==> src/design/asrk_pkg.sv <==
// Shared types, register indexes and helpers for the keyed ShiftRows block.
// No dependencies; the rank, permute and top-level modules import it.
package asrk_pkg;

	localparam int unsigned NumWords = 4;
	localparam int unsigned WordW    = 32;
	localparam int unsigned RankW    = 2;

	typedef enum logic [0:0] {
		CFG_KEYED_MODE = 1'b0,
		CFG_INVERSE    = 1'b1
	} cfg_idx_e;

	typedef struct packed {
		logic keyed_mode;
		logic inverse;
	} cfg_t;

	typedef struct packed {
		logic [WordW-1:0] state_word_0;
		logic [WordW-1:0] state_word_1;
		logic [WordW-1:0] state_word_2;
		logic [WordW-1:0] state_word_3;
		logic [WordW-1:0] key_word_0;
		logic [WordW-1:0] key_word_1;
		logic [WordW-1:0] key_word_2;
		logic [WordW-1:0] key_word_3;
	} item_t;

	typedef struct packed {
		logic [WordW-1:0] out_word_0;
		logic [WordW-1:0] out_word_1;
		logic [WordW-1:0] out_word_2;
		logic [WordW-1:0] out_word_3;
	} result_t;

	typedef logic [NumWords-1:0][WordW-1:0] word_arr_t;
	typedef logic [NumWords-1:0][RankW-1:0] rank_arr_t;

	// XOR of the four bytes of a word
	function automatic logic [7:0] fold_bytes(input logic [WordW-1:0] w);
		return w[7:0] ^ w[15:8] ^ w[23:16] ^ w[31:24];
	endfunction

endpackage

==> src/design/asrk_rank.sv <==
// Rank of each word by the byte fold of state XOR key.
// Depends on asrk_pkg.
module asrk_rank (
	input  asrk_pkg::word_arr_t state_words,
	input  asrk_pkg::word_arr_t key_words,
	output asrk_pkg::rank_arr_t ranks
);
	import asrk_pkg::*;

	logic [NumWords-1:0][7:0] fold;

	always_comb begin
		for (int c = 0; c < NumWords; c++) begin
			fold[c] = fold_bytes(state_words[c] ^ key_words[c]);
		end
	end

	// rank = count of strictly smaller folds; ties share a rank
	always_comb begin
		for (int c = 0; c < NumWords; c++) begin
			ranks[c] = '0;
			for (int k = 0; k < NumWords; k++) begin
				ranks[c] = ranks[c] + RankW'(fold[k] < fold[c]);
			end
		end
	end

endmodule

==> src/design/asrk_permute.sv <==
// Byte permutation: AES row shifts across words, or rotation within each word.
// Depends on asrk_pkg.
module asrk_permute (
	input  asrk_pkg::word_arr_t state_words,
	input  asrk_pkg::rank_arr_t ranks,
	input  asrk_pkg::cfg_t      cfg,
	output asrk_pkg::word_arr_t out_words
);
	import asrk_pkg::*;

	always_comb begin
		logic [RankW-1:0] sel;
		logic [RankW-1:0] cc;
		logic [RankW-1:0] rr;
		out_words = '0;
		sel = '0;
		for (int c = 0; c < NumWords; c++) begin
			for (int r = 0; r < NumWords; r++) begin
				cc = RankW'(c);
				rr = RankW'(r);
				if (cfg.keyed_mode) begin
					sel = cfg.inverse ? rr - ranks[c] : rr + ranks[c];
					out_words[c][8*r +: 8] = state_words[c][{sel, 3'b000} +: 8];
				end else begin
					sel = cfg.inverse ? cc - rr : cc + rr;
					out_words[c][8*r +: 8] = state_words[sel][8*r +: 8];
				end
			end
		end
	end

endmodule

==> src/design/aes_shift_rows_keyed.sv <==
// AES ShiftRows with a key-dependent rotation mode; top level.
// Stages: input then result register; the permutation and 4-way rank fit in one stage.
// Throughput: one request per cycle, while result_ready does not stall the output.
// Reset: asynchronous, active low; clears valid bits and both config registers.
// Payload registers are not reset. Depends on asrk_pkg, asrk_rank, asrk_permute.
module aes_shift_rows_keyed (
	input  logic                clk,
	input  logic                arst_n,
	input  logic                item_valid,
	output logic                item_ready,
	input  asrk_pkg::item_t     item,
	output logic                result_valid,
	input  logic                result_ready,
	output asrk_pkg::result_t   result,
	input  logic                cfg_we,
	input  asrk_pkg::cfg_idx_e  cfg_index,
	input  logic                cfg_data
);
	import asrk_pkg::*;

	cfg_t      cfg_q;
	item_t     item_s1;
	logic      valid_s1;
	result_t   result_s2;
	logic      valid_s2;
	logic      advance;
	word_arr_t st_words;
	word_arr_t key_words;
	word_arr_t perm_words;
	rank_arr_t ranks;

	always_ff @(posedge clk or negedge arst_n) begin
		if (!arst_n) begin
			cfg_q <= '0;
		end else if (cfg_we) begin
			unique case (cfg_index)
				CFG_KEYED_MODE: cfg_q.keyed_mode <= cfg_data;
				CFG_INVERSE:    cfg_q.inverse    <= cfg_data;
			endcase
		end
	end

	// result stage may load when empty or being drained
	assign advance    = !valid_s2 || result_ready;
	assign item_ready = !valid_s1 || advance;

	always_ff @(posedge clk or negedge arst_n) begin
		if (!arst_n) begin
			valid_s1 <= 1'b0;
		end else if (item_ready) begin
			valid_s1 <= item_valid;
		end
	end

	always_ff @(posedge clk) begin
		if (item_ready && item_valid) begin
			item_s1 <= item;
		end
	end

	assign st_words[0]  = item_s1.state_word_0;
	assign st_words[1]  = item_s1.state_word_1;
	assign st_words[2]  = item_s1.state_word_2;
	assign st_words[3]  = item_s1.state_word_3;
	assign key_words[0] = item_s1.key_word_0;
	assign key_words[1] = item_s1.key_word_1;
	assign key_words[2] = item_s1.key_word_2;
	assign key_words[3] = item_s1.key_word_3;

	asrk_rank u_rank (
		.state_words (st_words),
		.key_words   (key_words),
		.ranks       (ranks)
	);

	asrk_permute u_permute (
		.state_words (st_words),
		.ranks       (ranks),
		.cfg         (cfg_q),
		.out_words   (perm_words)
	);

	always_ff @(posedge clk or negedge arst_n) begin
		if (!arst_n) begin
			valid_s2 <= 1'b0;
		end else if (advance) begin
			valid_s2 <= valid_s1;
		end
	end

	always_ff @(posedge clk) begin
		if (advance && valid_s1) begin
			result_s2.out_word_0 <= perm_words[0];
			result_s2.out_word_1 <= perm_words[1];
			result_s2.out_word_2 <= perm_words[2];
			result_s2.out_word_3 <= perm_words[3];
		end
	end

	assign result_valid = valid_s2;
	assign result       = result_s2;

`ifndef SYNTHESIS
	a_ready_when_drained: assert property (@(posedge clk) disable iff (!arst_n)
		(!result_valid || result_ready) |-> item_ready)
		else $error("input stalled although result stage is free");

	a_stage_moves: assert property (@(posedge clk) disable iff (!arst_n)
		(valid_s1 && advance) |=> result_valid)
		else $error("registered request did not reach the result stage");

	a_min_rank_zero: assert property (@(posedge clk) disable iff (!arst_n)
		valid_s1 |-> (ranks[0] == '0 || ranks[1] == '0 || ranks[2] == '0
			|| ranks[3] == '0))
		else $error("no word holds the smallest rank");

	// rotation within a word keeps its byte fold
	a_keyed_fold_kept: assert property (@(posedge clk) disable iff (!arst_n)
		(valid_s1 && advance && cfg_q.keyed_mode) |=>
		fold_bytes(result.out_word_2) == $past(fold_bytes(item_s1.state_word_2)))
		else $error("keyed rotation altered the bytes of a word");
`endif

endmodule

==> config.mk <==
export PLATFORM = sky130hd
export DESIGN_NAME = aes_shift_rows_keyed
export DESIGN_NICKNAME = d
export VERILOG_FILES = /design/src/design/asrk_pkg.sv /design/src/design/asrk_rank.sv /design/src/design/asrk_permute.sv /design/src/design/aes_shift_rows_keyed.sv
export SDC_FILE = /design/constraint.sdc
export NUM_CORES = 1
export LEC_CHECK = 0
export BUFFER_PORTS_ARGS = -buffer_cell sky130_fd_sc_hd__buf_2
export CAP_MARGIN = 20
export CORE_UTILIZATION = 56
export DETAILED_ROUTE_END_ITERATION = 16
export GPL_TIMING_DRIVEN = 0
export MAX_ROUTING_LAYER = met4
export PLACE_DENSITY = 0.86
export SETUP_SLACK_MARGIN = 0.15
export SLEW_MARGIN = 10
export SYNTH_ARGS = -nofsm -noshare
export SYNTH_HDL_FRONTEND = slang
export SYNTH_SLANG_ARGS = --single-unit
==> constraint.sdc <==
create_clock -name clk -period 8 [get_ports clk]
set_clock_uncertainty 0.1 [all_clocks]
set_input_delay 0.8 -clock clk [delete_from_list [all_inputs] [get_ports clk]]
set_output_delay 0.8 -clock clk [all_outputs]
set_load 0.05 [all_outputs]
* Word-level counts from Yosys, hierarchy flattened
Index checks and enable logic that the tools add are counted.
Operators by class: muxes and demuxes 44, div/mod/pow operators 0, bitwise logic cells 17, $mul 0, shift operators 16, equality and inequality tests 0, magnitude comparators 20, add/subtract/negate cells 40, reductions and logical operators 8
Operator list (count):
- variable part select 32 x 6 -> 8 bit | 16
- binary-select mux 32 bit (select 2 bit) | 4
- < comparator 8 bit | 16
- 2-to-1 mux 32 bit | 4
- 2-to-1 mux 8 bit | 16
- bitwise XOR 32 bit | 4
- bitwise XOR 8 bit | 12
- 2-to-1 mux 2 bit | 20
- adder 2 x 1 -> 2 bit | 8
- adder 2 bit (first input constant) | 8
- subtractor 1 x 2 -> 2 bit (first input constant) | 8
- subtractor 2 bit (first input constant) | 8
- < comparator 2 x 3 -> 1 bit (second input constant) | 4
- adder 1 x 1 -> 2 bit | 4
- adder 1 x 2 -> 2 bit (first input constant) | 4
- AND reduction 2 bit | 2
- logical AND 1 bit | 2
- logical NOT 1 bit | 2
- logical OR 1 bit | 2
- inverter 1 bit | 1
Storage, ports and cells: input port bits 263, bits in read-only memories 0, output and inout port bits 130, memories kept 0, word-level logic and storage cells 161, memory bits (writable) 0, bits in registers 388, latch bits 0

* Logic depth before layout (Yosys ltp)
Gate-level depths: netlist of run 1.
depth in word-level cells 12, gate-level depth with buffers 22, depth with buffers taken out 20

* Cells and area by module
From an unflattened synthesis of run 1, not the netlist that was laid out.
Second synthesis, totals: cells, all modules 1529, area, all modules 20139.3 um^2
By module, submodules not included:
- aes_shift_rows_keyed | times used 1, cells an instance 398, area each 11712.5 um^2
- asrk_permute | times used 1, cells an instance 737, area each 5121.2 um^2
- asrk_rank | times used 1, cells an instance 394, area each 3305.7 um^2

* Worst setup path after synthesis of run 1
OpenSTA, ideal clock, no wires.
path kind input to register, start point in result_ready, end point reg item_s1[0] (netlist bit), enable pin, cell stages on the path 2, slack 121 ps, path buffers 0, arrival 7131 ps, path through nand3b_1 and2_1
Between the ends: longest elaborated chain between the ends 3
Ends and longest elaborated chain:
- start, declared | RTL line aes_shift_rows_keyed.sv:13 | input logic result_ready,
- logical OR 1 bit | RTL line aes_shift_rows_keyed.sv:44 | assign advance = !valid_s2 || result_ready;
- logical OR 1 bit | RTL line aes_shift_rows_keyed.sv:45 | assign item_ready = !valid_s1 || advance;
- logical AND 1 bit | RTL line aes_shift_rows_keyed.sv:56 | if (item_ready && item_valid) begin
- end signal, assigned | RTL line aes_shift_rows_keyed.sv:57 | item_s1 <= item;
- end, declared | RTL line aes_shift_rows_keyed.sv:22 | item_t item_s1;
No other way between the ends. A chain may end at the register's enable or synchronous reset.

==> results.py, run 1 <==
metrics = {
    "outcome": {
        "status": "complete, no violations",
    },
    "logic_synthesis": {
        "ys_top_cells_by_area": "edfxtp_1, mux2i_1, xnor2_1",
        "yosysWarnings": 0,
        "ys.flop_type": "edfxtp_1",
        "synth_cell_type_count": 48,
        "synthCells": 1670,
        "syn_nets": 1971,
        "yosysTopAreaCellShare_pct": 55.3,
        "ys_async_sr_fraction_pct": 1.03,
        "synth_area_leader_cell": "edfxtp_1",
        "yosysSeqAreaShare_pct": 55.8,
        "synth_edf_count": 384,
        "ys_seq_elements": 388,
        "syn_avg_cell_area_um2": 12.5,
        "syn-cell-area_um2": 20900,
    },
    "detailed_routing": {
        "postRouteAntennaNets": 0,
        "dr.pass1.iters": 6,
        "routedWlPerCell_um": 26.1,
        "drtIter0Drc": 2036,
        "wl_met1_mm": 26.5,
        "topRoutingLayerUsed": "met4",
        "vias": 16100,
        "wl_met3_mm": 7.09,
        "drc_errors": 0,
        "totalWireLength_mm": 68.1,
        "viasPerCell": 6.18,
        "wl_met2_mm": 31.5,
    },
    "critical_path": {
        "cp_top_family": "XOR/XNOR gates",
        "cp-start-kind": "register",
        "critPathCapture": "result[12]",
        "worstPathArrival_ns": 6.50,
        "cp_num_cells": 20,
        "cp_slowest_stage_delay_ns": 0.84,
        "rr_worst_depth": 20,
        "worstPathRequired_ns": 8.19,
        "r2r_slack_ns": 1.69,
        "worstSetupEndpointType": "register",
        "path_max_fanout": 10,
        "worstReg2RegStart": "item_s1[157]",
        "worstSetupStartpoint": "item_s1[157]",
        "critPathKind": "register to register",
        "reg2reg_to": "result[12]",
        "path_buf_inv": 1,
        "cp_slowest_cell": "xnor2_1",
        "crit_chain": "xor2_1 > xnor2_1 > xnor2_1 > ha_1 > a21o_1 > a21o_1 > a21oi_1 > nor2b_1 > o21ai_0 > a31oi_1 > a211oi_1 > fa_1 > nor2b_1 > xnor2_1 > clkbuf_1 > nor2_1 > a21oi_1 > a21oi_1 > nand2_1 > o21ai_0",
    },
    "clocking": {
        "post-cts-setup-buffers": 0,
        "cts_tree": "yes",
        "htree_num_levels": 2,
        "root_buffer": "clkbuf_16",
        "clock_sinks": 388,
        "clk_latency_ns": 0.59,
        "cts.clk_slew.worst_paths_ns": 0.06,
        "clock_path_buffers": 3,
        "numCtsBuffers": 41,
    },
    "global_route": {
        "grt_max_degree": 73,
        "grtUsageTotal_pct": 36.7,
        "grt-ovfl-total": 0,
        "grt_pass1_wl_mm": 98.1,
        "antenna_found_initial": 1,
        "grt_pass1_vias": 15400,
    },
    "finish": {
        "fin_cells": 2610,
        "fillers": 2640,
        "area_growth_pct": 19.4,
        "final_common_cell": "buf_2",
        "nNetsFinal": 2412,
        "drive_gt1_share_pct": 25.8,
        "final_cell_mix": "buf_2, edfxtp_1, xnor2_1, mux2i_1, a21oi_1",
    },
    "worst_hold_path": {
        "hold_path_class": "input pin to register",
    },
    "sta": {
        "tightestPinTransition_ns": 1.13,
        "fin_tns_setup_ns": 0,
        "hold_viol": 0,
        "maxSlewHeadroom_pct": 24.4,
        "drv_slew": 0,
        "max_freq_mhz": 158,
        "finalSetupViolCount": 0,
        "fin_crit_ns": 6.31,
        "post-route-period-util_pct": 78.9,
        "rsz0062_at_grt": "no",
    },
    "placement": {
        "port-buffer-count": 392,
        "place_congestion": 1.03,
        "place_hpwl_mm": 50.8,
        "dpl.cell_count": 2535,
    },
    "floorplanning": {
        "io_pins": 393,
        "start_util_pct": 57.0,
        "die_h_um": 195,
        "die_area_um2": 38000,
        "die_x_um": 195,
        "rows": 70,
        "core_um2": 36600,
    },
    "job": {
        "cap_viol_max_count": 0,
    },
}
## worst min-delay path by stage
stage / start / end / slack, ns / cells past startpoint
2_1_floorplan: valid_s1 / result_valid / 0.35 / 1
3_3_place_gp: valid_s1 / result_valid / 0.37 / 1
3_5_place_dp: valid_s1 / result_valid / 0.38 / 1
4_1_cts: item[158] / item_s1[158] / 0.26 / 1
5_1_grt: item[128] / item_s1[128] / 0.27 / 1
6_report: item[158] / item_s1[158] / 0.28 / 1
## synthesized netlist by cell type (2+ instances only)
cell type,n
and2_1,4
ha_1,34
xnor2_1,197
a221oi_1,7
nor2b_1,68
maj3_2,3
buf_2,13
nand2_1,104
o211ai_1,23
dfrtp_1,4
nor2_1,70
buf_1,20
and3b_1,2
o21a_1,2
or2_1,3
o21ai_1,2
nor3_1,4
mux2i_1,182
o22ai_1,14
fa_1,4
edfxtp_1,384
xor2_2,2
nand4_1,7
buf_4,2
o21ai_0,94
a211oi_1,72
nor4_1,4
xnor2_2,19
mux2_2,47
clkbuf_1,64
inv_1,30
mux4_2,2
xor2_1,26
a31oi_1,16
a21o_1,9
nand2b_1,9
a21oi_1,112
## repair_timing
| item | 4_1_cts | 5_1_grt |
|---|---|---|
| hold buffers | 1 | 0 |
| resized for setup | 0 | 0 |
| hold endpoints to repair | 4 | 0 |
## worst reg2reg max path, stage by stage (launching register included)
cell and delay (ns):
edfxtp_1 0.59, xor2_1 0.25, xnor2_1 0.18, xnor2_1 0.84
ha_1 0.42, a21o_1 0.16, a21o_1 0.17, a21oi_1 0.21
nor2b_1 0.16, o21ai_0 0.09, a31oi_1 0.22, a211oi_1 0.11
fa_1 0.53, nor2b_1 0.17, xnor2_1 0.75, clkbuf_1 0.41
nor2_1 0.08, a21oi_1 0.20, a21oi_1 0.12, nand2_1 0.10
o21ai_0 0.14
## logic make-up (layout without fill, tap and decap cells)
kind of cell / count (synthesis) / after routing / share of synthesized area, %
DFF: 388 / 388 / 55.8
xor gates and xnor gates: 245 / 245 / 11.1
and+or+nand+nor: 278 / 278 / 6.26
muxes: 231 / 231 / 11.5
AOI/OAI and AO/OA: 358 / 358 / 10.3
other: 0 / 1 / 0
adders and majority gates: 41 / 41 / 2.59
buffers and inverters: 129 / 600 / 2.44
## metrics by stage
stage	utilization, %	setup WS [ns]	area [um2]	hold WS (ns)
floorplan	-	2.95	20900	0.349
global placement	63.9	2.01	23400	0.366
detailed placement	64.3	1.93	23500	0.384
CTS	68.0	1.89	24900	0.258
global route	68.0	1.50	24900	0.273
finish	68.0	1.69	24900	0.278
## final cells by class
type,count,area (um2),area share (%)
repair buffers,398,2110,8.47
flip-flops and latches,388,11600,46.7
well taps,468,586,2.35
inverters,30,113,0.452
diodes,1,2.50,0.0101
plain buffers,99,395,1.59
clock inverters,26,268,1.08
clock buffers,47,1070,4.30
multi-input cells,1153,8720,35.0
## state kept, by name (all words and copies together), names as in the netlist
| signal | flops |
|---|---|
| cfg_q | 2 |
| item_s1 | 256 |
| result | 128 |
| result_valid | 1 |
| valid_s1 | 1 |
## layer usage
layer  global-route usage [%]  vias to the layer above
li1                         -                     7031
met1                     47.4                     7814
met2                     56.5                     1089
met3                     7.03                      206
met4                     16.1                        0
met5                        -                        -
Power of run 1 is left out: the tool's default activity adds up to more than one toggle a clock period on the data nets, which glitch-free logic cannot reach.
==> inputs of run 2 (changes only) <==
Clock period 8 ns to 6.4 ns, I/O delays scaled along.
==> run 2 against run 1 <==
Against the previous run:
- fmax rose by 3.2%
- clock-buffer cell count is the same
- non-clock buffer count is the same
- hold slack lost 0.16 ns
- critical path depth fell by 3
- core utilization up 0.082 points
- global-route usage unchanged
- cell count unchanged
- via count shrank 0.21%
- setup slack worse by 1.4 ns
- wire length about the same
- sequential cell count did not move
==> results.py, run 2 (synthesis gave the netlist of run 1 again) <==
metrics = {
    "outcome": {
        "status": "complete, no violations",
    },
    "finish": {
        "area_growth_pct": 19.5,
        "fillers": 2640,
        "final_common_cell": "buf_2",
        "regMostFlops": "item_s1",
        "drive_gt1_share_pct": 26.0,
        "largest_reg_flops": 256,
        "final_cell_mix": "buf_2, edfxtp_1, xnor2_1, mux2i_1, a21oi_1",
        "nNetsFinal": 2412,
        "finalInstanceArea_um2": 24900,
    },
    "clocking": {
        "root_buffer": "clkbuf_16",
        "clk_latency_ns": 0.59,
        "cts.clk_slew.worst_paths_ns": 0.06,
        "cts_tree": "yes",
        "clock_path_buffers": 3,
        "numCtsBuffers": 41,
        "clock_sinks": 388,
        "post-cts-setup-buffers": 0,
        "htree_num_levels": 2,
    },
    "worst_hold_path": {
        "hold_path_class": "input pin to register",
        "hp-start": "item[158]",
        "hold_depth": 1,
        "min_to": "item_s1[158]",
    },
    "global_route": {
        "antenna_found_initial": 1,
        "met3_usage_pct": 7.03,
        "grt_use_met2_pct": 56.5,
        "grt_max_degree": 73,
        "grt_pass1_vias": 15400,
        "grt-ovfl-total": 0,
        "grt_busiest_layer": "met2",
        "grtUsageTotal_pct": 36.7,
        "grt_pass1_wl_mm": 98.1,
        "grt_util_met1_pct": 47.4,
    },
    "critical_path": {
        "critPathKind": "register to register",
        "worstSetupEndpointType": "register",
        "r2r_slack_ns": 0.28,
        "cp_slowest_stage_delay_ns": 0.82,
        "rr_worst_depth": 17,
        "cp-start-kind": "register",
        "crit_top_cell": "xnor2_1",
        "path_max_fanout": 10,
        "reg2reg_to": "result[54]",
        "worstReg2RegStart": "item_s1[253]",
        "cp_slowest_cell": "xnor2_1",
        "worstPathArrival_ns": 6.35,
        "worstPathRequired_ns": 6.64,
        "crit_chain": "xnor2_1 > xnor2_1 > xnor2_1 > ha_1 > a21o_1 > a21o_1 > a21oi_1 > o311ai_0 > o21ai_2 > a21oi_2 > fa_1 > nand2_1 > xor2_1 > buf_4 > mux2i_1 > a21oi_1 > mux2_2",
    },
    "detailed_routing": {
        "postRouteAntennaNets": 0,
        "dr.pass1.iters": 8,
        "routedWlPerCell_um": 26.1,
        "viasPerCell": 6.17,
        "drtIter0Drc": 1903,
        "vias": 16100,
        "drc_errors": 0,
        "totalWireLength_mm": 68.1,
    },
    "floorplanning": {
        "io_pins": 393,
        "die_x_um": 195,
        "core_um2": 36600,
        "rows": 70,
        "die_area_um2": 38000,
        "start_util_pct": 57.0,
        "die_h_um": 195,
    },
    "sta": {
        "hold_viol": 0,
        "tightestPinTransition_ns": 1.12,
        "holdWs_ns": 0.116,
        "fin_tns_setup_ns": 0,
        "maxSlewHeadroom_pct": 24.9,
        "max_freq_mhz": 163,
        "finalSetupViolCount": 0,
        "post-route-period-util_pct": 95.6,
        "finalWorstSetupSlack_ns": 0.282,
        "drv_slew": 0,
        "rsz0062_at_grt": "no",
        "fin_crit_ns": 6.12,
    },
    "placement": {
        "place_congestion": 1.03,
        "port-buffer-count": 392,
        "place_hpwl_mm": 50.8,
        "dpl_cell_area_um2": 23500,
        "preCtsSetupSlack_ns": 0.332,
    },
    "job": {
        "cap_viol_max_count": 0,
    },
}
run 2: layer usage:
metal / wire length, um / part of all wire, %
met1: 26200 / 39
met2: 31600 / 46
met3: 7300 / 11
met4: 3010 / 4.4
met5: 0 / 0
run 2: worst max path at each step:
stage                            start          to  slack [ns]  depth (start not counted)
final                     item_s1[253]  result[54]        0.28                         17
after global routing      item_s1[253]  result[54]        0.17                         17
after CTS                 item_s1[157]  result[74]        0.29                         18
after detailed placement  item_s1[157]  result[74]        0.33                         18
after global placement    item_s1[157]  result[74]        0.41                         18
after floorplan           result_valid  item_s1[0]        1.49                          2
run 2: through the flow:
step,std cells,util [%]
after global routing,2610,68.1
after detailed placement,2535,64.3
after global placement,2530,63.9
after floorplan,1670,-
after CTS,2609,68.0
final,2610,68.1
run 2: worst max-delay path, delay by kind of cell (launching register included):
kind / cells / cell delay (ns)
AO/OA/AOI/OAI: 7 / 1.26
AND/OR/NAND/NOR: 1 / 0.08
flip-flops: 1 / 0.59
multiplexers: 2 / 0.53
XOR/XNOR: 4 / 1.91
buffers and inverters: 1 / 0.36
adder cells (fa/ha/maj): 2 / 1.00
run 2: area by class of cell:
cell class	count	area (um2)	share of cell area (%)
Sequential cell	388	11600	46.7
Antenna cell	1	2.50	0.0100
Tap cell	468	586	2.35
Buffer	99	395	1.59
Clock inverter	26	268	1.07
Inverter	30	113	0.452
Multi-Input combinational cell	1153	8750	35.1
Timing Repair Buffer	398	2110	8.46
Clock buffer	47	1070	4.29
run 2: timing repair:
item,4_1_cts,5_1_grt
gates resized for setup,0,4
hold buffers,1,0
setup endpoints to repair,0,26
hold endpoints to repair,4,0
Power of run 2 is left out for the same reason.
==> inputs of run 3 (changes only) <==
Settings changed: CORE_UTILIZATION 56 to 55, PLACE_DENSITY 0.86 to 0.85.
==> run 3 against run 2 <==
Against the previous run:
- critical endpoint is now result[12]
- non-clock buffer count stayed put
- core utilization is 0.60 points lower
- via count hardly changed
- register-to-register slack better by 0.04 ns
- global-route usage is 0.085 points lower
- sequential cell count stayed put
- hold slack better by 0.0074 ns
- clock-buffer cell count is 6 higher
- critical path depth is 3 higher
- first-iteration DRC count is 0.89% lower
- highest routed layer unchanged
==> results.py, run 3 (synthesis gave the netlist of run 1 again) <==
metrics = {
    "outcome": {
        "status": "complete, no violations",
    },
    "critical_path": {
        "cp_slowest_cell": "xnor2_1",
        "worstSetupEndpointType": "register",
        "crit_chain": "xor2_1 > xnor2_1 > xnor2_1 > ha_1 > a21o_1 > a21o_1 > a21oi_1 > nor2b_1 > o21ai_0 > a31oi_1 > a211oi_1 > fa_1 > nor2b_1 > xnor2_2 > clkbuf_1 > nor2_1 > a21oi_1 > a21oi_1 > nand2_1 > o21ai_0",
        "cp_slowest_stage_delay_ns": 0.66,
        "path_buf_inv": 1,
        "cp-start-kind": "register",
        "worstSetupStartpoint": "item_s1[157]",
        "r2r_slack_ns": 0.32,
        "worstPathArrival_ns": 6.24,
        "critPathKind": "register to register",
        "reg2reg_to": "result[12]",
        "path_max_fanout": 10,
        "cp_num_cells": 20,
        "worstReg2RegStart": "item_s1[157]",
        "worstPathRequired_ns": 6.56,
        "critPathCapture": "result[12]",
        "crit_top_cell": "a21oi_1",
        "rr_worst_depth": 20,
        "cp_top_family": "XOR/XNOR gates",
    },
    "sta": {
        "holdWs_ns": 0.124,
        "fin_crit_ns": 6.08,
        "max_freq_mhz": 164,
        "rsz0062_at_grt": "no",
        "drv_slew": 0,
        "hold_viol": 0,
        "finalWorstSetupSlack_ns": 0.320,
        "maxSlewHeadroom_pct": 18.4,
        "post-route-period-util_pct": 95.0,
        "finalSetupViolCount": 0,
        "fin_tns_setup_ns": 0,
        "tightestPinTransition_ns": 1.22,
    },
    "clocking": {
        "cts.clk_slew.worst_paths_ns": 0.06,
        "clock_path_buffers": 3,
        "cts_tree": "yes",
        "post-cts-setup-buffers": 0,
        "htree_num_levels": 2,
        "clk_latency_ns": 0.59,
        "root_buffer": "clkbuf_16",
        "clock_sinks": 388,
        "numCtsBuffers": 41,
    },
    "placement": {
        "place_hpwl_mm": 51.9,
        "place_congestion": 1.00,
        "port-buffer-count": 392,
        "dpl.cell_count": 2571,
        "preCtsSetupSlack_ns": 0.287,
    },
    "global_route": {
        "grt_max_degree": 72,
        "grt_pass1_wl_mm": 98.9,
        "grtUsageTotal_pct": 36.6,
        "grt-ovfl-total": 0,
        "antenna_found_initial": 3,
        "grt_pass1_vias": 15600,
    },
    "job": {
        "cap_viol_max_count": 0,
    },
    "floorplanning": {
        "die_x_um": 197,
        "core_um2": 37000,
        "die_area_um2": 38700,
        "die_h_um": 197,
        "start_util_pct": 56.4,
        "io_pins": 393,
        "rows": 70,
    },
    "detailed_routing": {
        "drtIter0Drc": 1886,
        "vias": 16100,
        "routedWlPerCell_um": 26.2,
        "postRouteAntennaNets": 0,
        "viasPerCell": 6.08,
        "dr.pass1.iters": 6,
        "drc_errors": 0,
        "totalWireLength_mm": 69.4,
    },
    "finish": {
        "drive_gt1_share_pct": 25.9,
        "final_common_cell": "buf_2",
        "area_growth_pct": 19.6,
        "fin_cells": 2648,
        "regMostFlops": "item_s1",
        "final_cell_mix": "buf_2, edfxtp_1, xnor2_1, mux2i_1, a21oi_1",
        "nNetsFinal": 2412,
        "largest_reg_flops": 256,
    },
    "worst_hold_path": {
        "hold_path_class": "input pin to register",
    },
}
run 3: changes by cell type in the layout (fill, tap and decap cells not counted), sizes merged:
| cell | delta |
|---|---|
| clkbuf | +6 |
| clkinv | -5 |
| diode | +2 |
| bufinv | -1 |
| clkinvlp | +1 |
| inv | -1 |
run 3: area by class of cell:
type | count | area, um2
antenna | 3 | 7.51
buffer | 99 | 395
clock buffer | 53 | 1100
clock inverter | 20 | 209
fill | 2756 | 12000
inverter | 30 | 113
multi-input combinational | 1153 | 8750
sequential | 388 | 11600
tap | 504 | 631
timing repair buffer | 398 | 2100
run 3: through the flow:
stage	util, %	area (um2)
6_report	67.5	24900
5_1_grt	67.5	24900
4_1_cts	67.4	24900
3_5_place_dp	63.8	23600
3_3_place_gp	63.5	23500
2_1_floorplan	-	20900
run 3: how the worst min path moves through the flow:
stage,start,end,slack [ns],cells past startpoint
global route,item[202],item_s1[202],0.11,1
detailed placement,arst_n,result_valid,0.37,1
floorplan,arst_n,cfg_q[0],0.24,0
finish,item[202],item_s1[202],0.12,1
global placement,arst_n,valid_s1,0.36,1
CTS,item[222],item_s1[222],0.11,1
run 3: repair_timing:
action / CTS / global route
hold buffers: 1 / 0
endpoints found under the setup margin: 0 / 25
endpoints found under the hold margin: 4 / 0
gates resized for setup: 0 / 4
run 3: worst reg2reg max path, stage by stage (launching register included):
cell	delay [ns]
edfxtp_1	0.62
xor2_1	0.25
xnor2_1	0.18
xnor2_1	0.66
ha_1	0.39
a21o_1	0.16
a21o_1	0.17
a21oi_1	0.24
nor2b_1	0.16
o21ai_0	0.09
a31oi_1	0.25
a211oi_1	0.12
fa_1	0.57
nor2b_1	0.20
xnor2_2	0.52
clkbuf_1	0.42
nor2_1	0.08
a21oi_1	0.21
a21oi_1	0.11
nand2_1	0.09
o21ai_0	0.18
run 3: per-layer routing:
| layer | GRT usage [%] | routed length (um) | vias up |
|---|---|---|---|
| met5 | - | 0 | - |
| met4 | 15.5 | 3090 | 0 |
| met3 | 7.36 | 6880 | 198 |
| met2 | 55.4 | 31700 | 995 |
| met1 | 48.1 | 27700 | 7870 |
| li1 | - | - | 7044 |
Power of run 3 is left out for the same reason.
